### config.mk
export PLATFORM = sky130hd
export DESIGN_NAME = byte_stream_instruction_decoder_core
export DESIGN_NICKNAME = d
export VERILOG_FILES = /design/src/rtl/core/bsid_pkg.sv /design/src/rtl/core/byte_stream_instruction_decoder_core.sv /design/src/rtl/core/bsid_dec.sv
export SDC_FILE = /design/constraint.sdc
export NUM_CORES = 1
export LEC_CHECK = 0
export ABC_AREA = 1
export ABC_CLOCK_PERIOD_IN_PS = 3000
export BUFFER_PORTS_ARGS = -buffer_cell sky130_fd_sc_hd__buf_2
export CAP_MARGIN = 20
export CORE_MARGIN = 5
export CORE_UTILIZATION = 41
export CTS_CLUSTER_DIAMETER = 40
export DETAILED_ROUTE_END_ITERATION = 7
export HOLD_SLACK_MARGIN = 0.12
export PLACE_DENSITY = 0.61
export SETUP_SLACK_MARGIN = 0.15
export SYNTH_ARGS = -nofsm -noshare
export SYNTH_HDL_FRONTEND = slang
export SYNTH_MEMORY_MAX_BITS = 65536
export SYNTH_SLANG_ARGS = --single-unit
export TNS_END_PERCENT = 30
### constraint.sdc
create_clock -name i_clk -period 3 [get_ports i_clk]
set_input_delay 0.6 -clock i_clk [delete_from_list [all_inputs] [get_ports i_clk]]
set_output_delay 0.6 -clock i_clk [all_outputs]
set_load 0.05 [all_outputs]
### src/rtl/core/bsid_pkg.sv
`timescale 1ns / 1ps
// ============================================================================
// bsid_pkg
// Shared types, opcode constants and decode tables for the byte stream
// instruction decoder (8-bit CPU instruction set).
// ============================================================================

package bsid_pkg;

    // Field widths
    localparam int BYTE_W  = 8;
    localparam int MNEM_W  = 6;
    localparam int OPND_W  = 5;
    localparam int KIND_W  = 2;
    localparam int VALUE_W = 16;

    // Special opcode values and masks
    localparam logic [BYTE_W-1:0] OPC_CB_PREFIX = 8'hCB;
    localparam logic [BYTE_W-1:0] OPC_HALT      = 8'h76;
    localparam logic [BYTE_W-1:0] RST_MASK      = 8'hC7;
    localparam logic [BYTE_W-1:0] RST_VEC_MASK  = 8'h38;

    // Opcode group codes (top two bits of the opcode)
    localparam logic [1:0] GRP_LD  = 2'd1;
    localparam logic [1:0] GRP_ALU = 2'd2;

    // Prefixed group codes (top two bits of the byte after the prefix)
    localparam logic [1:0] CB_GRP_SHIFT = 2'd0;
    localparam logic [1:0] CB_GRP_BIT   = 2'd1;
    localparam logic [1:0] CB_GRP_RES   = 2'd2;

    typedef enum logic [MNEM_W-1:0] {
        MN_NOP, MN_LD, MN_INC, MN_DEC, MN_RLCA, MN_ADD, MN_RRCA, MN_STOP, MN_RLA,
        MN_JR, MN_RRA, MN_LDI, MN_DAA, MN_CPL, MN_LDD, MN_SCF, MN_CCF, MN_HALT,
        MN_ADC, MN_SUB, MN_SBC, MN_AND, MN_XOR, MN_OR, MN_CP, MN_RET, MN_POP,
        MN_JP, MN_CALL, MN_PUSH, MN_RST, MN_RETI, MN_DI, MN_LDHL, MN_EI,
        MN_RLC, MN_RRC, MN_RL, MN_RR, MN_SLA, MN_SRA, MN_SWAP, MN_SRL,
        MN_BIT, MN_RES, MN_SET
    } t_mnem;

    typedef enum logic [OPND_W-1:0] {
        OD_NONE, OD_B, OD_C, OD_D, OD_E, OD_H, OD_L, OD_A, OD_IMM8, OD_IMMS,
        OD_IMM16, OD_BC, OD_DE, OD_HL, OD_SP, OD_AF, OD_PBC, OD_PDE, OD_PHL,
        OD_PIMM8, OD_PIMM16, OD_FNZ, OD_FZ, OD_FNC, OD_FC, OD_PC
    } t_opnd;

    typedef enum logic [KIND_W-1:0] {
        IK_NONE, IK_BYTE, IK_SIGNED, IK_WORD
    } t_imm_kind;

    typedef enum logic [2:0] {
        PH_OPCODE, PH_CB, PH_IMM8, PH_IMMS, PH_IMM16L, PH_IMM16H
    } t_phase;

    // Decoded instruction as presented on the result channel
    typedef struct packed {
        t_mnem               mnemonic;
        t_opnd               first;
        t_opnd               second;
        t_imm_kind           kind;
        logic [VALUE_W-1:0]  value;
        logic                unknown;
    } t_result;

    // Decoder state carried between code bytes
    typedef struct packed {
        t_phase              phase;
        t_mnem               held_mnemonic;
        t_opnd               held_first;
        t_opnd               held_second;
        logic [BYTE_W-1:0]   low_byte;
    } t_dec_state;

    // One entry of the assorted opcode table
    typedef struct packed {
        logic   valid;
        t_mnem  mnemonic;
        t_opnd  first;
        t_opnd  second;
    } t_entry;

    function automatic t_opnd reg_sel(input logic [2:0] idx);
        case (idx)
            3'd0:    return OD_B;
            3'd1:    return OD_C;
            3'd2:    return OD_D;
            3'd3:    return OD_E;
            3'd4:    return OD_H;
            3'd5:    return OD_L;
            3'd6:    return OD_PHL;
            default: return OD_A;
        endcase
    endfunction

    function automatic t_mnem shift_op(input logic [2:0] idx);
        case (idx)
            3'd0:    return MN_RLC;
            3'd1:    return MN_RRC;
            3'd2:    return MN_RL;
            3'd3:    return MN_RR;
            3'd4:    return MN_SLA;
            3'd5:    return MN_SRA;
            3'd6:    return MN_SWAP;
            default: return MN_SRL;
        endcase
    endfunction

    function automatic t_mnem alu_op(input logic [2:0] idx);
        case (idx)
            3'd0:    return MN_ADD;
            3'd1:    return MN_ADC;
            3'd2:    return MN_SUB;
            3'd3:    return MN_SBC;
            3'd4:    return MN_AND;
            3'd5:    return MN_XOR;
            3'd6:    return MN_OR;
            default: return MN_CP;
        endcase
    endfunction

    // Immediate kind implied by one operand
    function automatic t_imm_kind od_kind(input t_opnd od);
        case (od)
            OD_IMMS:              return IK_SIGNED;
            OD_IMM8, OD_PIMM8:    return IK_BYTE;
            OD_IMM16, OD_PIMM16:  return IK_WORD;
            default:              return IK_NONE;
        endcase
    endfunction

    function automatic t_entry mk(input t_mnem m, input t_opnd l, input t_opnd r);
        t_entry e;
        e.valid    = 1'b1;
        e.mnemonic = m;
        e.first    = l;
        e.second   = r;
        return e;
    endfunction

    // Opcodes outside the load, ALU and restart groups
    function automatic t_entry table_lookup(input logic [BYTE_W-1:0] b);
        t_entry none;
        none.valid    = 1'b0;
        none.mnemonic = MN_NOP;
        none.first    = OD_NONE;
        none.second   = OD_NONE;
        case (b)
            8'h00: return mk(MN_NOP, OD_NONE, OD_NONE);
            8'h01: return mk(MN_LD, OD_BC, OD_IMM16);
            8'h02: return mk(MN_LD, OD_PBC, OD_A);
            8'h03: return mk(MN_INC, OD_BC, OD_NONE);
            8'h04: return mk(MN_INC, OD_B, OD_NONE);
            8'h05: return mk(MN_DEC, OD_B, OD_NONE);
            8'h06: return mk(MN_LD, OD_B, OD_IMM8);
            8'h07: return mk(MN_RLCA, OD_NONE, OD_NONE);
            8'h08: return mk(MN_LD, OD_PIMM16, OD_SP);
            8'h09: return mk(MN_ADD, OD_HL, OD_BC);
            8'h0a: return mk(MN_LD, OD_A, OD_PBC);
            8'h0b: return mk(MN_DEC, OD_BC, OD_NONE);
            8'h0c: return mk(MN_INC, OD_C, OD_NONE);
            8'h0d: return mk(MN_DEC, OD_C, OD_NONE);
            8'h0e: return mk(MN_LD, OD_C, OD_IMM8);
            8'h0f: return mk(MN_RRCA, OD_NONE, OD_NONE);
            8'h10: return mk(MN_STOP, OD_NONE, OD_NONE);
            8'h11: return mk(MN_LD, OD_DE, OD_IMM16);
            8'h12: return mk(MN_LD, OD_PDE, OD_A);
            8'h13: return mk(MN_INC, OD_DE, OD_NONE);
            8'h14: return mk(MN_INC, OD_D, OD_NONE);
            8'h15: return mk(MN_DEC, OD_D, OD_NONE);
            8'h16: return mk(MN_LD, OD_D, OD_IMM8);
            8'h17: return mk(MN_RLA, OD_NONE, OD_NONE);
            8'h18: return mk(MN_JR, OD_IMMS, OD_NONE);
            8'h19: return mk(MN_ADD, OD_HL, OD_DE);
            8'h1a: return mk(MN_LD, OD_A, OD_PDE);
            8'h1b: return mk(MN_DEC, OD_DE, OD_NONE);
            8'h1c: return mk(MN_INC, OD_E, OD_NONE);
            8'h1d: return mk(MN_DEC, OD_E, OD_NONE);
            8'h1e: return mk(MN_LD, OD_E, OD_IMM8);
            8'h1f: return mk(MN_RRA, OD_NONE, OD_NONE);
            8'h20: return mk(MN_JR, OD_FNZ, OD_IMMS);
            8'h21: return mk(MN_LD, OD_HL, OD_IMM16);
            8'h22: return mk(MN_LDI, OD_PHL, OD_A);
            8'h23: return mk(MN_INC, OD_HL, OD_NONE);
            8'h24: return mk(MN_INC, OD_H, OD_NONE);
            8'h25: return mk(MN_DEC, OD_H, OD_NONE);
            8'h26: return mk(MN_LD, OD_H, OD_IMM8);
            8'h27: return mk(MN_DAA, OD_NONE, OD_NONE);
            8'h28: return mk(MN_JR, OD_FZ, OD_IMMS);
            8'h29: return mk(MN_ADD, OD_HL, OD_HL);
            8'h2a: return mk(MN_LDI, OD_A, OD_PHL);
            8'h2b: return mk(MN_DEC, OD_HL, OD_NONE);
            8'h2c: return mk(MN_INC, OD_L, OD_NONE);
            8'h2d: return mk(MN_DEC, OD_L, OD_NONE);
            8'h2e: return mk(MN_LD, OD_L, OD_IMM8);
            8'h2f: return mk(MN_CPL, OD_NONE, OD_NONE);
            8'h30: return mk(MN_JR, OD_FNC, OD_IMMS);
            8'h31: return mk(MN_LD, OD_SP, OD_IMM16);
            8'h32: return mk(MN_LDD, OD_PHL, OD_A);
            8'h33: return mk(MN_INC, OD_SP, OD_NONE);
            8'h34: return mk(MN_INC, OD_PHL, OD_NONE);
            8'h35: return mk(MN_DEC, OD_PHL, OD_NONE);
            8'h36: return mk(MN_LD, OD_PHL, OD_IMM8);
            8'h37: return mk(MN_SCF, OD_NONE, OD_NONE);
            8'h38: return mk(MN_JR, OD_FC, OD_IMMS);
            8'h39: return mk(MN_ADD, OD_HL, OD_SP);
            8'h3a: return mk(MN_LDD, OD_A, OD_PHL);
            8'h3b: return mk(MN_DEC, OD_SP, OD_NONE);
            8'h3c: return mk(MN_INC, OD_A, OD_NONE);
            8'h3d: return mk(MN_DEC, OD_A, OD_NONE);
            8'h3e: return mk(MN_LD, OD_A, OD_IMM8);
            8'h3f: return mk(MN_CCF, OD_NONE, OD_NONE);
            8'hc0: return mk(MN_RET, OD_FNZ, OD_NONE);
            8'hc1: return mk(MN_POP, OD_BC, OD_NONE);
            8'hc2: return mk(MN_JP, OD_FNZ, OD_IMM16);
            8'hc3: return mk(MN_JP, OD_IMM16, OD_NONE);
            8'hc4: return mk(MN_CALL, OD_FNZ, OD_IMM16);
            8'hc5: return mk(MN_PUSH, OD_BC, OD_NONE);
            8'hc6: return mk(MN_ADD, OD_A, OD_IMM8);
            8'hc8: return mk(MN_RET, OD_FZ, OD_NONE);
            8'hc9: return mk(MN_RET, OD_NONE, OD_NONE);
            8'hca: return mk(MN_JP, OD_FZ, OD_IMM16);
            8'hcc: return mk(MN_CALL, OD_FZ, OD_IMM16);
            8'hcd: return mk(MN_CALL, OD_IMM16, OD_NONE);
            8'hce: return mk(MN_ADC, OD_A, OD_IMM8);
            8'hd0: return mk(MN_RET, OD_FNC, OD_NONE);
            8'hd1: return mk(MN_POP, OD_DE, OD_NONE);
            8'hd2: return mk(MN_JP, OD_FNC, OD_IMM16);
            8'hd4: return mk(MN_CALL, OD_FNC, OD_IMM16);
            8'hd5: return mk(MN_PUSH, OD_DE, OD_NONE);
            8'hd6: return mk(MN_SUB, OD_IMM8, OD_NONE);
            8'hd8: return mk(MN_RET, OD_FC, OD_NONE);
            8'hd9: return mk(MN_RETI, OD_NONE, OD_NONE);
            8'hda: return mk(MN_JP, OD_FC, OD_IMM16);
            8'hdc: return mk(MN_CALL, OD_FC, OD_IMM16);
            8'hde: return mk(MN_SBC, OD_A, OD_IMM8);
            8'he0: return mk(MN_LD, OD_PIMM8, OD_A);
            8'he1: return mk(MN_POP, OD_HL, OD_NONE);
            8'he2: return mk(MN_LD, OD_PC, OD_A);
            8'he5: return mk(MN_PUSH, OD_HL, OD_NONE);
            8'he6: return mk(MN_AND, OD_IMM8, OD_NONE);
            8'he8: return mk(MN_ADD, OD_SP, OD_IMMS);
            8'he9: return mk(MN_JP, OD_HL, OD_NONE);
            8'hea: return mk(MN_LD, OD_PIMM16, OD_A);
            8'hee: return mk(MN_XOR, OD_IMM8, OD_NONE);
            8'hf0: return mk(MN_LD, OD_A, OD_PIMM8);
            8'hf1: return mk(MN_POP, OD_AF, OD_NONE);
            8'hf2: return mk(MN_LD, OD_A, OD_PC);
            8'hf3: return mk(MN_DI, OD_NONE, OD_NONE);
            8'hf5: return mk(MN_PUSH, OD_AF, OD_NONE);
            8'hf6: return mk(MN_OR, OD_IMM8, OD_NONE);
            8'hf8: return mk(MN_LDHL, OD_SP, OD_IMMS);
            8'hf9: return mk(MN_LD, OD_SP, OD_HL);
            8'hfa: return mk(MN_LD, OD_A, OD_PIMM16);
            8'hfb: return mk(MN_EI, OD_NONE, OD_NONE);
            8'hfe: return mk(MN_CP, OD_IMM8, OD_NONE);
            default: return none;
        endcase
    endfunction

endpackage

### src/rtl/core/byte_stream_instruction_decoder_core.sv
`timescale 1ns / 1ps
// ============================================================================
// byte_stream_instruction_decoder_core
// Decodes an 8-bit CPU instruction byte stream into mnemonic, operands and
// gathered immediate.
// ============================================================================
//
// Usage:
//   Input channel (i_valid / o_stall / i_code_byte) takes one code byte per
//   transfer, in program order. Output channel (o_valid / i_stall / o_*)
//   delivers one decoded instruction per completed instruction: opcode plus
//   its immediate bytes, or prefix plus the following byte.
//   Throughput: one byte per cycle while the result register is free or
//   being taken, set by the single decode pass between the input register
//   and the result register. The byte that completes an instruction is
//   loaded into the input register on its transfer, and its result is
//   loaded into the result register when the pipeline advances.
//   Prefix bytes and leading immediate bytes produce no result.
//   Undefined opcodes give NOP with o_unknown_opcode set.
//   Reset: both stages empty, decoder expects an opcode byte.
//   Receiver stall: the result register holds; the input register holds
//   a byte behind it, and o_stall rises only while both stages are full.
//
// ============================================================================

module byte_stream_instruction_decoder_core (
    input  logic                          i_clk,
    input  logic                          i_rst_n,
    input  logic                          i_valid,
    output logic                          o_stall,
    input  logic [bsid_pkg::BYTE_W-1:0]   i_code_byte,
    output logic                          o_valid,
    input  logic                          i_stall,
    output logic [bsid_pkg::MNEM_W-1:0]   o_mnemonic,
    output logic [bsid_pkg::OPND_W-1:0]   o_first_operand,
    output logic [bsid_pkg::OPND_W-1:0]   o_second_operand,
    output logic [bsid_pkg::KIND_W-1:0]   o_immediate_kind,
    output logic [bsid_pkg::VALUE_W-1:0]  o_immediate_value,
    output logic                          o_unknown_opcode
);

    logic                        r_in_valid;
    logic [bsid_pkg::BYTE_W-1:0] r_in_byte;
    bsid_pkg::t_dec_state        r_state;
    bsid_pkg::t_dec_state        n_state;
    logic                        r_out_valid;
    bsid_pkg::t_result           r_out;
    bsid_pkg::t_result           n_out;
    logic                        dec_emit;
    logic                        advance;

    // Pipeline moves when the result register is free or being taken
    assign advance = !r_out_valid || !i_stall;
    assign o_stall = r_in_valid && !advance;

    bsid_dec u_dec (
        .i_byte   (r_in_byte),
        .i_state  (r_state),
        .o_next   (n_state),
        .o_emit   (dec_emit),
        .o_result (n_out)
    );

    // Input register: load on transfer, hold while stalled
    always_ff @(posedge i_clk) begin
        if (!i_rst_n) begin
            r_in_valid <= 1'b0;
        end else if (!o_stall) begin
            r_in_valid <= i_valid;
        end
    end

    always_ff @(posedge i_clk) begin
        if (i_valid && !o_stall) begin
            r_in_byte <= i_code_byte;
        end
    end

    // Decoder state: advance once per consumed byte
    always_ff @(posedge i_clk) begin
        if (!i_rst_n) begin
            r_state.phase         <= bsid_pkg::PH_OPCODE;
            r_state.held_mnemonic <= bsid_pkg::MN_NOP;
            r_state.held_first    <= bsid_pkg::OD_NONE;
            r_state.held_second   <= bsid_pkg::OD_NONE;
            r_state.low_byte      <= '0;
        end else if (r_in_valid && advance) begin
            r_state <= n_state;
        end
    end

    // Result register
    always_ff @(posedge i_clk) begin
        if (!i_rst_n) begin
            r_out_valid <= 1'b0;
        end else if (advance) begin
            r_out_valid <= r_in_valid && dec_emit;
        end
    end

    always_ff @(posedge i_clk) begin
        if (advance && r_in_valid && dec_emit) begin
            r_out <= n_out;
        end
    end

    // Drive the result ports
    assign o_valid           = r_out_valid;
    assign o_mnemonic        = r_out.mnemonic;
    assign o_first_operand   = r_out.first;
    assign o_second_operand  = r_out.second;
    assign o_immediate_kind  = r_out.kind;
    assign o_immediate_value = r_out.value;
    assign o_unknown_opcode  = r_out.unknown;

    // A prefix byte consumed as an opcode moves the decoder to the prefixed phase
    a_prefix_phase: assert property (@(posedge i_clk) disable iff (!i_rst_n)
        (r_in_valid && advance && r_state.phase == bsid_pkg::PH_OPCODE &&
         r_in_byte == bsid_pkg::OPC_CB_PREFIX)
        |=> (r_state.phase == bsid_pkg::PH_CB && !r_out_valid))
        else $error("prefix byte did not enter prefixed phase");

    // The low immediate byte is always followed by the high byte phase
    a_word_phase: assert property (@(posedge i_clk) disable iff (!i_rst_n)
        (r_in_valid && advance && r_state.phase == bsid_pkg::PH_IMM16L)
        |=> (r_state.phase == bsid_pkg::PH_IMM16H && r_state.low_byte == $past(r_in_byte)))
        else $error("low immediate byte not captured");

    // No immediate kind means a zero value
    a_no_imm_zero: assert property (@(posedge i_clk) disable iff (!i_rst_n)
        (r_out_valid && r_out.kind == bsid_pkg::IK_NONE) |-> (r_out.value == '0))
        else $error("value present without immediate");

    // An undefined opcode reports a bare NOP
    a_unknown_nop: assert property (@(posedge i_clk) disable iff (!i_rst_n)
        (r_out_valid && r_out.unknown) |->
        (r_out.mnemonic == bsid_pkg::MN_NOP && r_out.first == bsid_pkg::OD_NONE &&
         r_out.second == bsid_pkg::OD_NONE && r_out.kind == bsid_pkg::IK_NONE))
        else $error("unknown opcode result is not a bare NOP");

    // Every emitted instruction returns the decoder to the opcode phase
    a_emit_resets: assert property (@(posedge i_clk) disable iff (!i_rst_n)
        (r_in_valid && advance && dec_emit) |=> (r_state.phase == bsid_pkg::PH_OPCODE))
        else $error("phase not reset after result");

endmodule

### src/rtl/core/bsid_dec.sv
`timescale 1ns / 1ps
// ============================================================================
// bsid_dec
// Combinational decode of one code byte against the current decoder state:
// produces the next state and, when an instruction completes, its result.
// ============================================================================

module bsid_dec (
    input  logic [bsid_pkg::BYTE_W-1:0] i_byte,
    input  bsid_pkg::t_dec_state        i_state,
    output bsid_pkg::t_dec_state        o_next,
    output logic                        o_emit,
    output bsid_pkg::t_result           o_result
);

    logic [1:0]          grp;
    logic [2:0]          row;
    logic [2:0]          col;
    bsid_pkg::t_entry    ent;
    bsid_pkg::t_imm_kind k1;
    bsid_pkg::t_imm_kind k2;
    bsid_pkg::t_imm_kind kind;
    bsid_pkg::t_mnem     alu;

    // Split the opcode into its group, row and column fields
    assign grp = i_byte[7:6];
    assign row = i_byte[5:3];
    assign col = i_byte[2:0];

    // Table lookup and immediate kind of the assorted opcodes
    always_comb begin
        ent = bsid_pkg::table_lookup(i_byte);
        k1  = bsid_pkg::od_kind(ent.first);
        k2  = bsid_pkg::od_kind(ent.second);
        alu = bsid_pkg::alu_op(row);
        if (k1 == bsid_pkg::IK_SIGNED || k2 == bsid_pkg::IK_SIGNED) begin
            kind = bsid_pkg::IK_SIGNED;
        end else if (k1 == bsid_pkg::IK_BYTE || k2 == bsid_pkg::IK_BYTE) begin
            kind = bsid_pkg::IK_BYTE;
        end else if (k1 == bsid_pkg::IK_WORD || k2 == bsid_pkg::IK_WORD) begin
            kind = bsid_pkg::IK_WORD;
        end else begin
            kind = bsid_pkg::IK_NONE;
        end
    end

    // Decode by phase
    always_comb begin
        o_next              = i_state;
        o_emit              = 1'b0;
        o_result.mnemonic   = bsid_pkg::MN_NOP;
        o_result.first      = bsid_pkg::OD_NONE;
        o_result.second     = bsid_pkg::OD_NONE;
        o_result.kind       = bsid_pkg::IK_NONE;
        o_result.value      = '0;
        o_result.unknown    = 1'b0;

        case (i_state.phase)
            bsid_pkg::PH_CB: begin
                o_emit       = 1'b1;
                o_next.phase = bsid_pkg::PH_OPCODE;
                if (grp == bsid_pkg::CB_GRP_SHIFT) begin
                    o_result.mnemonic = bsid_pkg::shift_op(row);
                    o_result.first    = bsid_pkg::reg_sel(col);
                end else begin
                    case (grp)
                        bsid_pkg::CB_GRP_BIT: o_result.mnemonic = bsid_pkg::MN_BIT;
                        bsid_pkg::CB_GRP_RES: o_result.mnemonic = bsid_pkg::MN_RES;
                        default:              o_result.mnemonic = bsid_pkg::MN_SET;
                    endcase
                    o_result.first  = bsid_pkg::OD_IMM8;
                    o_result.second = bsid_pkg::reg_sel(col);
                    o_result.kind   = bsid_pkg::IK_BYTE;
                    o_result.value  = {13'd0, row};
                end
            end

            bsid_pkg::PH_IMM8: begin
                o_emit            = 1'b1;
                o_next.phase      = bsid_pkg::PH_OPCODE;
                o_result.mnemonic = i_state.held_mnemonic;
                o_result.first    = i_state.held_first;
                o_result.second   = i_state.held_second;
                o_result.kind     = bsid_pkg::IK_BYTE;
                o_result.value    = {8'd0, i_byte};
            end

            bsid_pkg::PH_IMMS: begin
                o_emit            = 1'b1;
                o_next.phase      = bsid_pkg::PH_OPCODE;
                o_result.mnemonic = i_state.held_mnemonic;
                o_result.first    = i_state.held_first;
                o_result.second   = i_state.held_second;
                o_result.kind     = bsid_pkg::IK_SIGNED;
                o_result.value    = {{8{i_byte[7]}}, i_byte};
            end

            bsid_pkg::PH_IMM16L: begin
                // Hold the low byte, wait for the high one
                o_next.low_byte = i_byte;
                o_next.phase    = bsid_pkg::PH_IMM16H;
            end

            bsid_pkg::PH_IMM16H: begin
                o_emit            = 1'b1;
                o_next.phase      = bsid_pkg::PH_OPCODE;
                o_result.mnemonic = i_state.held_mnemonic;
                o_result.first    = i_state.held_first;
                o_result.second   = i_state.held_second;
                o_result.kind     = bsid_pkg::IK_WORD;
                o_result.value    = {i_byte, i_state.low_byte};
            end

            default: begin
                // Opcode byte; unused phase codes land here as well
                o_next.phase = bsid_pkg::PH_OPCODE;
                if (i_byte == bsid_pkg::OPC_CB_PREFIX) begin
                    o_next.phase = bsid_pkg::PH_CB;
                end else if ((i_byte & bsid_pkg::RST_MASK) == bsid_pkg::RST_MASK) begin
                    o_emit            = 1'b1;
                    o_result.mnemonic = bsid_pkg::MN_RST;
                    o_result.first    = bsid_pkg::OD_IMM8;
                    o_result.kind     = bsid_pkg::IK_BYTE;
                    o_result.value    = {8'd0, i_byte & bsid_pkg::RST_VEC_MASK};
                end else if (grp == bsid_pkg::GRP_LD) begin
                    o_emit = 1'b1;
                    if (i_byte == bsid_pkg::OPC_HALT) begin
                        o_result.mnemonic = bsid_pkg::MN_HALT;
                    end else begin
                        o_result.mnemonic = bsid_pkg::MN_LD;
                        o_result.first    = bsid_pkg::reg_sel(row);
                        o_result.second   = bsid_pkg::reg_sel(col);
                    end
                end else if (grp == bsid_pkg::GRP_ALU) begin
                    o_emit            = 1'b1;
                    o_result.mnemonic = alu;
                    if (alu == bsid_pkg::MN_ADD || alu == bsid_pkg::MN_ADC ||
                        alu == bsid_pkg::MN_SBC) begin
                        o_result.first  = bsid_pkg::OD_A;
                        o_result.second = bsid_pkg::reg_sel(col);
                    end else begin
                        o_result.first  = bsid_pkg::reg_sel(col);
                    end
                end else if (!ent.valid) begin
                    // Undefined opcode: substitute NOP and flag it
                    o_emit           = 1'b1;
                    o_result.unknown = 1'b1;
                end else begin
                    o_next.held_mnemonic = ent.mnemonic;
                    o_next.held_first    = ent.first;
                    o_next.held_second   = ent.second;
                    case (kind)
                        bsid_pkg::IK_NONE: begin
                            o_emit            = 1'b1;
                            o_result.mnemonic = ent.mnemonic;
                            o_result.first    = ent.first;
                            o_result.second   = ent.second;
                        end
                        bsid_pkg::IK_BYTE:   o_next.phase = bsid_pkg::PH_IMM8;
                        bsid_pkg::IK_SIGNED: o_next.phase = bsid_pkg::PH_IMMS;
                        default:             o_next.phase = bsid_pkg::PH_IMM16L;
                    endcase
                end
            end
        endcase
    end

endmodule

; ---- Yosys cells after proc, flatten, opt, wreduce, memory -nomap -nowiden
; Memory sizes are Yosys's and may differ from the RTL's. A register that Yosys moved wholly into a read port is not among the register bits.
; Cells that the tools add are included.
[totals]
regBits = 72
rom_bits = 4352
elab_cells = 135
n_memories = 1
[memory_table]
columns = memory, depth, width, read_ports, rd_clocked_by_memory_dff, write_ports, line
row1 = (name not given), 256, 17, 1, 1, 0, bsid_pkg.sv:147  ; case (b)
[op_classes]
n_eq_ne = 43
n_mux = 44
bitwise_logic = 5
reduce_logical = 28
[op_table]
columns = op, count
row1 = $pmux 34 s5, 1
row2 = $pmux 5 s7, 3
row3 = $mux 19, 4
row4 = $mux 16, 4
row5 = $eq 5x5->1 const B, 7
row6 = $mux 35, 1
row7 = $eq 5x4->1 const B, 6
row8 = $pmux 4 s7, 1
row9 = $eq 3x3->1 const B, 8
row10 = $mux 23, 1
row11 = $mux 5, 4
row12 = $eq 3x2->1 const B, 6
row13 = $mux 17, 1
row14 = $eq 2x2->1 const B, 6
row15 = $pmux 2 s3, 2
row16 = $pmux 3 s2, 2
row17 = $mux 11, 1
row18 = $mux 1, 10
row19 = $mux 10, 1
row20 = $eq 3x1->1 const B, 3
row21 = $mux 9, 1
row22 = $pmux 3 s3, 1
row23 = $reduce_or 9->1, 1
row24 = $eq 2x1->1 const B, 4
row25 = other kinds (18), 41

; ---- Longest topological paths before layout
; Gate-level depths: netlist of the first run.
[depth]
word_depth = 17
ltp_mapped = 16

; ---- Cells and area by module
; A second synthesis of the first run with hierarchy kept.
[unflattened]
hier_cells = 964
hier_area_um2 = 6231.0
[modules_own_cells]
columns = module, instances, cells_each, area_per_inst_um2, seq_area_each_um2
row1 = bsid_dec, 1, 732, 3601.0, 0.0
row2 = byte_stream_instruction_decoder_core, 1, 232, 2630.0, 1871.8

; ---- Worst setup path after synthesis of the first run
; Ideal clock, no wire load.
[synth_timing]
path_type = register -> register
startpoint = reg r_in_byte[7] (netlist name)
endpoint = reg r_out, in the netlist o_first_operand[0], enable pin
setup_time_ns = 0.390
t_arrival_ns = 2.291
required_ns = 2.610
slack_ns = 0.320
stages_incl_launch_ff = 11
synth_period_minus_slack_ns = 2.680
path_cell_list = edfxtp_1 inv_1 ha_1 clkbuf_1 inv_1 clkbuf_1 nand4_1 o21ai_0 nand2_1 nand2_1 inv_1
[synth_between]
elab_chain_len = 7
[synth_lines]
columns = element, line
row1 = from (decl), byte_stream_instruction_decoder_core.sv:43  ; logic [bsid_pkg::BYTE_W-1:0] r_in_byte;
row2 = from (signal assigned), byte_stream_instruction_decoder_core.sv:75  ; r_in_byte <= i_code_byte;
row3 = $eq 2x2->1, bsid_dec.sv:134  ; end else if (grp == bsid_pkg::GRP_ALU) begin
row4 = $mux 1, bsid_dec.sv:134
row5 = $mux 1, bsid_dec.sv:125  ; end else if (grp == bsid_pkg::GRP_LD) begin
row6 = $mux 1, bsid_dec.sv:119  ; end else if ((i_byte & bsid_pkg::RST_MASK) == bsid_pkg::RST_MASK) begin
row7 = $mux 1 *, bsid_dec.sv:117  ; if (i_byte == bsid_pkg::OPC_CB_PREFIX) begin
row8 = $pmux 1 s2 *, bsid_dec.sv:58  ; case (i_state.phase)
row9 = $logic_and 1x1->1 *, byte_stream_instruction_decoder_core.sv:102  ; if (advance && r_in_valid && dec_emit) begin
row10 = to (signal assigned), byte_stream_instruction_decoder_core.sv:103  ; r_out <= n_out;
row11 = to (decl), byte_stream_instruction_decoder_core.sv:47  ; bsid_pkg::t_result r_out;
; Every way passes the cells marked *; elsewhere a longest branch is shown, timed or not.
; A chain may end at the register's enable or synchronous reset.

==> results of run 1 <==
kinds of logic after synthesis:
kind of cell | Yosys count | synth area share [%]
and+or+nand+nor | 427 | 32.5
AOI/OAI and AO/OA | 176 | 17.0
buffers and inverters | 102 | 7.37
DFF | 89 | 38.8
adders and majority gates | 20 | 4.39
path summary, 6_finish.rpt:
kind	startpoint	endpoint	slack, ns	cells past startpoint
max reg2reg	u_dec.ent[3]	o_second_operand[1]	0.54	13
min	i_code_byte[4]	r_in_byte[4]	0.45	1
max	u_dec.ent[3]	o_second_operand[1]	0.54	13
min reg2reg	r_state[22]	r_state[22]	0.48	2
worst register-to-register path: stages (launching register included):
cell,delay (ns)
dfxtp_1,0.36
inv_1,0.08
nor2_1,0.17
nand2_1,0.07
o22ai_1,0.16
nor2_1,0.07
a21oi_1,0.20
ha_1,0.19
nand2_1,0.08
nor2_1,0.24
nand2_1,0.12
inv_1,0.18
a22oi_1,0.12
o21ai_0,0.23
sequential cells by signal, summed over array words and instances, names as in the netlist, 2 cells and up:
signal / cells
r_state: 27
u_dec.ent: 17
o_immediate_value: 16
r_in_byte: 8
o_mnemonic: 6
o_first_operand: 5
o_second_operand: 5
o_immediate_kind: 2
cell usage after synthesis (9+ instances only):
library cell | n | area share [%]
nor2_1 | 71 | 4.7
a21oi_1 | 46 | 4.0
nand4_1 | 14 | 1.5
buf_2 | 15 | 1.3
nand2_1 | 235 | 15
clkbuf_1 | 9 | 0.59
nand3_1 | 81 | 7.1
dfxtp_1 | 46 | 16
o21ai_0 | 88 | 7.7
ha_1 | 20 | 4.4
a22oi_1 | 16 | 2.1
edfxtp_1 | 43 | 23
inv_1 | 67 | 4.4
through the flow:
stage / total power [uW] / std cells
final: 3460 / 1055
after detailed placement: 2360 / 1039
after global placement: 2370 / 1039
after floorplan: 2090 / 814
after CTS: 3470 / 1055
after global routing: 3640 / 1055
layer usage:
metal,part of all wire [%],track usage (%),up-vias
met5,0,0,-
met4,4.4,12.2,0
met3,7.7,4.13,56
met2,45,35.0,286
met1,43,30.0,2670
li1,-,-,2880
power groups by stage:
stage	Combinational, uW	Clock [uW]	Sequential, uW
6_report	911	1100	1440
4_1_cts	899	1130	1440
2_1_floorplan	506	0	1590
5_1_grt	1010	1180	1450
3_3_place_gp	908	0	1470
3_5_place_dp	896	0	1470
layout by cell type (no fill, tap or decap), drive strengths merged, types with 2 or more instances in the layout:
cell    netlist  layout
nor4          3       3
a31oi         5       5
nand3        84      84
edfxtp       43      43
nand3b        4       4
a22oi        16      16
clkinv        1       4
nor2         73      73
dfxtp        46      46
o22ai         3       3
a32oi         2       2
buf          21      75
o21ai        93      93
inv          71      71
nand2       239     239
clkbuf        9      11
a21oi        46      46
o211ai        6       6
nand4        14      14
ha           20      20
nor3         10      10
layout make-up:
cell class / instances / area [sq um] / share of cell area (%)
Clock inverter: 5 / 56.3 / 0.862
Sequential cell: 89 / 2210 / 33.9
Inverter: 72 / 270 / 4.14
Clock buffer: 11 / 233 / 3.56
Tap cell: 180 / 225 / 3.45
Multi-Input combinational cell: 623 / 3070 / 47.0
Timing Repair Buffer: 75 / 468 / 7.16
==> metrics.txt, run 1 <==
CTS tree built; Nets 902; TritonCTS buffer count 9; Slowest-stage cell, CP dfxtp_1; layout cells sized above 1 12.1%; GR Util All Layers 22.6%; Clk pwr share 31.9%; Max Fclk between 400 and 500 MHz; H-tree Lvls 3; fin worst setup slack 0.539 ns; Placement Setup Slack ~0.20 ns; Starting Density ~41%; CP Data Arrival Time 2.64 ns; share of power burned in registers 41.7%; Sw Ratio 34.3%; Sw Pwr 1190 uW; Distinct cells, synth 38; DP HPWL 13.7 mm; Routed Antenna Nets 0; CORE AREA roughly 14,000 sq um; number of synthesized flops with an enable pin 43; DRC Markers 0; Synth Instances 814; syn avg cell area 7.01 sq um; cts repair resizes 0; YS warnings 0; DRT iter0 DRCs about 640; hold buffer count at CTS 0; final setup vio count 0; asr flop ratio synth 0%; kind of critical path reg -> reg; RSZ-0062 raised after global routing false; die width 128 um; pwr/cell area 529 nW/um^2; syn nets 846; final wirelength 18.1 mm; setup bufs post-CTS 0; Final period util 82.0%; Fin Hold WS 0.448 ns; status finished clean; Slew Viols, Final 0; CP bufs+invs 2; row cnt 43; antenna violations before repair 0; Crit path required time 3.18 ns; DRT Pass-1 Iters 5; Area after DPL 6250 sq um; Hold Vio Cnt, Final 0; Max Root-Sink Buffers 2; Comb power frac 26.4%; Slew headroom 54.0%; Fillers 1,455; critical path, cell by cell inv_1 -> nor2_1 -> nand2_1 -> o22ai_1 -> nor2_1 -> a21oi_1 -> ha_1 -> nand2_1 -> nor2_1 -> nand2_1 -> inv_1 -> a22oi_1 -> o21ai_0; Vias between 5,000 and 6,000; pin count of the biggest net entering global routing 36; Worst Setup Start Kind flop; CP peak stage delay 0.36 ns; Final Critical Period 2.46 ns; cell-internal power 2270 uW; worst min path class in -> reg; Clock Skew 0.0104 ns; most common flop cell mapped by yosys dfxtp_1; total gr overflow 0; vias in the first global route 5,570; ant diodes 0; Max Cap Violations 0; port bufs 48; crit-path leading delay family simple AND/OR/NAND/NOR gates; setup_tns 0 ns; Ports 49; wire length per cell 17.1 um; Lkg Pwr between 0.002 and 0.003 uW; first-pass GRT wire length 29.3 mm; Skew-Pair Late Insertion Delay 0.35 ns; mapped cell area 5700 sq um; CP Max Fanout 7; die area 16,400 sq um; CP Capture Type flop; Root Buffer clkbuf_16; worst vdd ir 0.256 mV; GP Congestion 1.01; area grow syn2layout 14.6%; CTS Sinks 89; Yosys reg bits 89; Clock Pin Slew Worst Setup and Hold Paths 0.06 ns; Finished Core Util 47.4%; final instance area 6540 sq um; Least-Margin Pin Slew 0.682 ns; Seq/Total Area, Yosys 38.8%; Die Ht 128 um; DR vias/cell 5.58
Note: power is estimated with default switching activity, not from simulation.
==> run 2: changes to the inputs <==
--- a/config.mk
+++ b/config.mk
@@ -5,8 +5,8 @@
 export SDC_FILE = /design/constraint.sdc
 export NUM_CORES = 1
 export LEC_CHECK = 0
-export ABC_AREA = 1
-export ABC_CLOCK_PERIOD_IN_PS = 3000
+export ABC_AREA = 0
+export ABC_CLOCK_PERIOD_IN_PS = 2200
 export BUFFER_PORTS_ARGS = -buffer_cell sky130_fd_sc_hd__buf_2
 export CAP_MARGIN = 20
 export CORE_MARGIN = 5
@@ -14,7 +14,7 @@
 export CTS_CLUSTER_DIAMETER = 40
 export DETAILED_ROUTE_END_ITERATION = 7
 export HOLD_SLACK_MARGIN = 0.12
-export PLACE_DENSITY = 0.61
+export PLACE_DENSITY = 0.63
 export SETUP_SLACK_MARGIN = 0.15
 export SYNTH_ARGS = -nofsm -noshare
 export SYNTH_HDL_FRONTEND = slang
==> constraint.sdc (replaced) <==
create_clock -name i_clk -period 2.2 [get_ports i_clk]
set_input_delay 0.44 -clock i_clk [delete_from_list [all_inputs] [get_ports i_clk]]
set_output_delay 0.44 -clock i_clk [all_outputs]
set_load 0.05 [all_outputs]
==> run 2 against run 1 <==
  * Highest routed layer unchanged
  * Maximum frequency shrank 1.2%
  * Via count grew 13%
  * Critical path depth shrank 3
  * Utilization grew 10 points
  * The flow now finishes with violations (negative setup slack)
  * Non-clock buffer count grew 154
  * Sequential share of layout area shrank 8.3 points
  * Largest cell class unchanged
  * Hold slack lost 0.13 ns
  * Routed wire length grew 22%
  * Power grew 50%
==> metrics.txt, run 2 <==
CP Data Arrival Time 2.60 ns; Crit path required time 2.31 ns; fin worst setup slack -0.290 ns; vias in the first global route 6,404; CP Capture Type flop; mapped cell area around 6300 sq um; count leader, synth nand2_1; CP Max Fanout 20; CP endpoint o_immediate_value[6]; final setup vio count 51; dominant cell type by area after synthesis edfxtp_1; most frequent cells in the layout buf_4, nand2_1, buf_2; Slew Viols, Final 0; pwr/cell area ~600 nW/um^2; Max Cap Violations 0; DRC Markers 0; DP HPWL between 15 and 20 mm; Root Buffer clkbuf_16; worst vdd ir a little over 0.4 mV; CP bufs+invs 3; Least-Margin Pin Slew 0.637 ns; Max Root-Sink Buffers 2; Nets 930; reg2reg start u_dec.ent[3]; die area 17,800 sq um; Slowest-stage cell, CP a221o_1; Synth Instances 715; Largest register FFs 27; Worst path depth 10; Skew-Pair Late Insertion Delay 0.35 ns; Ports 49; CP peak stage delay 0.35 ns; final wirelength 22.1 mm; GP Congestion 1.04; Worst Setup Start Kind flop; Finished Layout Cells 1,091; first-pass GRT wire length 34.4 mm; hold buffer count at CTS 0; internal reg-to-reg setup slack -0.29 ns; Final Critical Period 2.49 ns; Commonest cells post-synth nand2_1, a21oi_1, dfxtp_1; commonest non-fill, non-tap cell in the layout buf_4; DRT iter0 DRCs 785; RSZ-0062 raised after global routing true; Area contributors post-synth edfxtp_1, dfxtp_1, mux2i_1; Yosys reg bits 89; critical path, cell by cell buf_6 -> nor4bb_4 -> nor2_1 -> o22a_1 -> a221o_1 -> ha_4 -> o21a_1 -> o21bai_2 -> clkinvlp_4 -> buf_12; antenna violations before repair 0; FF-to-FF End o_immediate_value[6]; wire length per cell 20.2 um; Most flops, register r_state; Starting Density 41.5%; Fillers 1,284; Slew headroom 57.1%; status complete, but fails checks; port bufs 48; setup_tns -11.42 ns; die width 134 um; Vias 6,650; DR vias/cell between 6 and 7; CTS Sinks 89; H-tree Lvls 3; R2R cell count 10; CORE AREA approximately 15,000 sq um; row cnt 45; Distinct cells, synth between 90 and 100; pin count of the biggest net entering global routing 30; CTS tree built; worst min path class in -> reg; area grow syn2layout 39.3%; layout cells sized above 1 39.4%; Routed Antenna Nets 0; crit-path leading delay family compound AO/OA/AOI/OAI gates; syn nets 747; Clock Pin Slew Worst Setup and Hold Paths ~0.060 ns; GR Util All Layers between 20% and 30%; Seq/Total Area, Yosys a little over a third; worst setup path start u_dec.ent[3]; Max Fclk 402 MHz; number of synthesized flops with an enable pin 43; YS warnings 0; Final period util 113%; asr flop ratio synth 0%; syn avg cell area roughly 8.8 sq um; Die Ht 134 um; TritonCTS buffer count 9; Lkg Pwr 0.00337 uW; most common flop cell mapped by yosys dfxtp_1; Hold Vio Cnt, Final 0; Clock Skew between 0.01 and 0.015 ns; failing checks negative setup slack; placed cells 1,071; DRT Pass-1 Iters 5; Synth top area share between 20% and 30%; kind of critical path reg -> reg; total gr overflow 0; ant diodes 0
run 2: cell count changes in the layout (fill, tap and decap cells not counted), sizes merged, moves of 9 or more:
| cell | before | now |
|---|---|---|
| nand2 | 239 | 71 |
| buf | 75 | 229 |
| nand3 | 84 | 26 |
| o21ai | 93 | 43 |
| inv | 71 | 22 |
| nor2b | 0 | 32 |
| nor2 | 73 | 44 |
| mux2i | 0 | 26 |
| nand2b | 0 | 14 |
| a21boi | 0 | 12 |
| a211oi | 0 | 11 |
| a22oi | 16 | 7 |
| a31oi | 5 | 14 |
| o211ai | 6 | 15 |
run 2: layout make-up:
| class | count | area (sq um) | area share [%] |
|---|---|---|---|
| inverter | 21 | 90.1 | 1.03 |
| clock inverter | 7 | 53.8 | 0.617 |
| multi-input combinational | 548 | 4150 | 47.6 |
| sequential | 89 | 2230 | 25.5 |
| timing repair buffer | 229 | 1740 | 19.9 |
| tap | 188 | 235 | 2.70 |
| clock buffer | 9 | 225 | 2.58 |
run 2: repair_timing:
item,CTS,global route
pin swaps,38,20
hold endpoints to repair,0,0
buffers inserted,3,1
gates resized for setup,72,40
endpoints found under the setup margin,76,91
gates cloned,0,0
run 2: metrics by stage:
stage / cell area, sq um / setup WS (ns) / power [uW] / hold WS (ns) / utilization [%]
detailed placement: 7970 / -0.382 / 3550 / 0.511 / 52.8
finish: 8710 / -0.290 / 5190 / 0.322 / 57.8
global placement: 7970 / -0.350 / 3540 / 0.489 / 52.8
floorplan: 6370 / -0.448 / 2850 / 0.476 / -
global route: 8710 / -0.376 / 5380 / 0.316 / 57.8
CTS: 8540 / -0.264 / 5110 / 0.310 / 56.6
run 2: routing by layer:
metal | track usage, % | share of wire, % | up-vias | routed length (um)
li1 | - | - | 3077 | -
met1 | 30.5 | 42 | 3172 | 9190
met2 | 40.0 | 47 | 315 | 10400
met3 | 2.27 | 5.6 | 86 | 1230
met4 | 14.6 | 5.8 | 0 | 1270
met5 | 0 | 0 | - | 0
run 2: worst min path at each step:
stage	start	end	depth (start not counted)
after detailed placement	r_state[7]	r_state[7]	2
after global placement	r_state[6]	r_state[6]	2
after global routing	i_code_byte[7]	r_in_byte[7]	1
after CTS	i_code_byte[7]	r_in_byte[7]	1
final	i_code_byte[6]	r_in_byte[6]	1
after floorplan	r_state[7]	r_state[7]	2
run 2: kinds of logic after synthesis:
family	count (synthesis)	share of synthesized area, %
mux	29	4.70
fa+ha+maj	20	4.00
flops	89	35.4
xor+xnor	4	0.560
compound gates	242	28.0
simple gates	253	21.8
buf+inv	78	5.60
run 2: power by group:
part           total (uW)  switching, uW  internal, uW
clock                1460            684           775
sequential           1910           73.6          1840
combinational        1820           1050           764
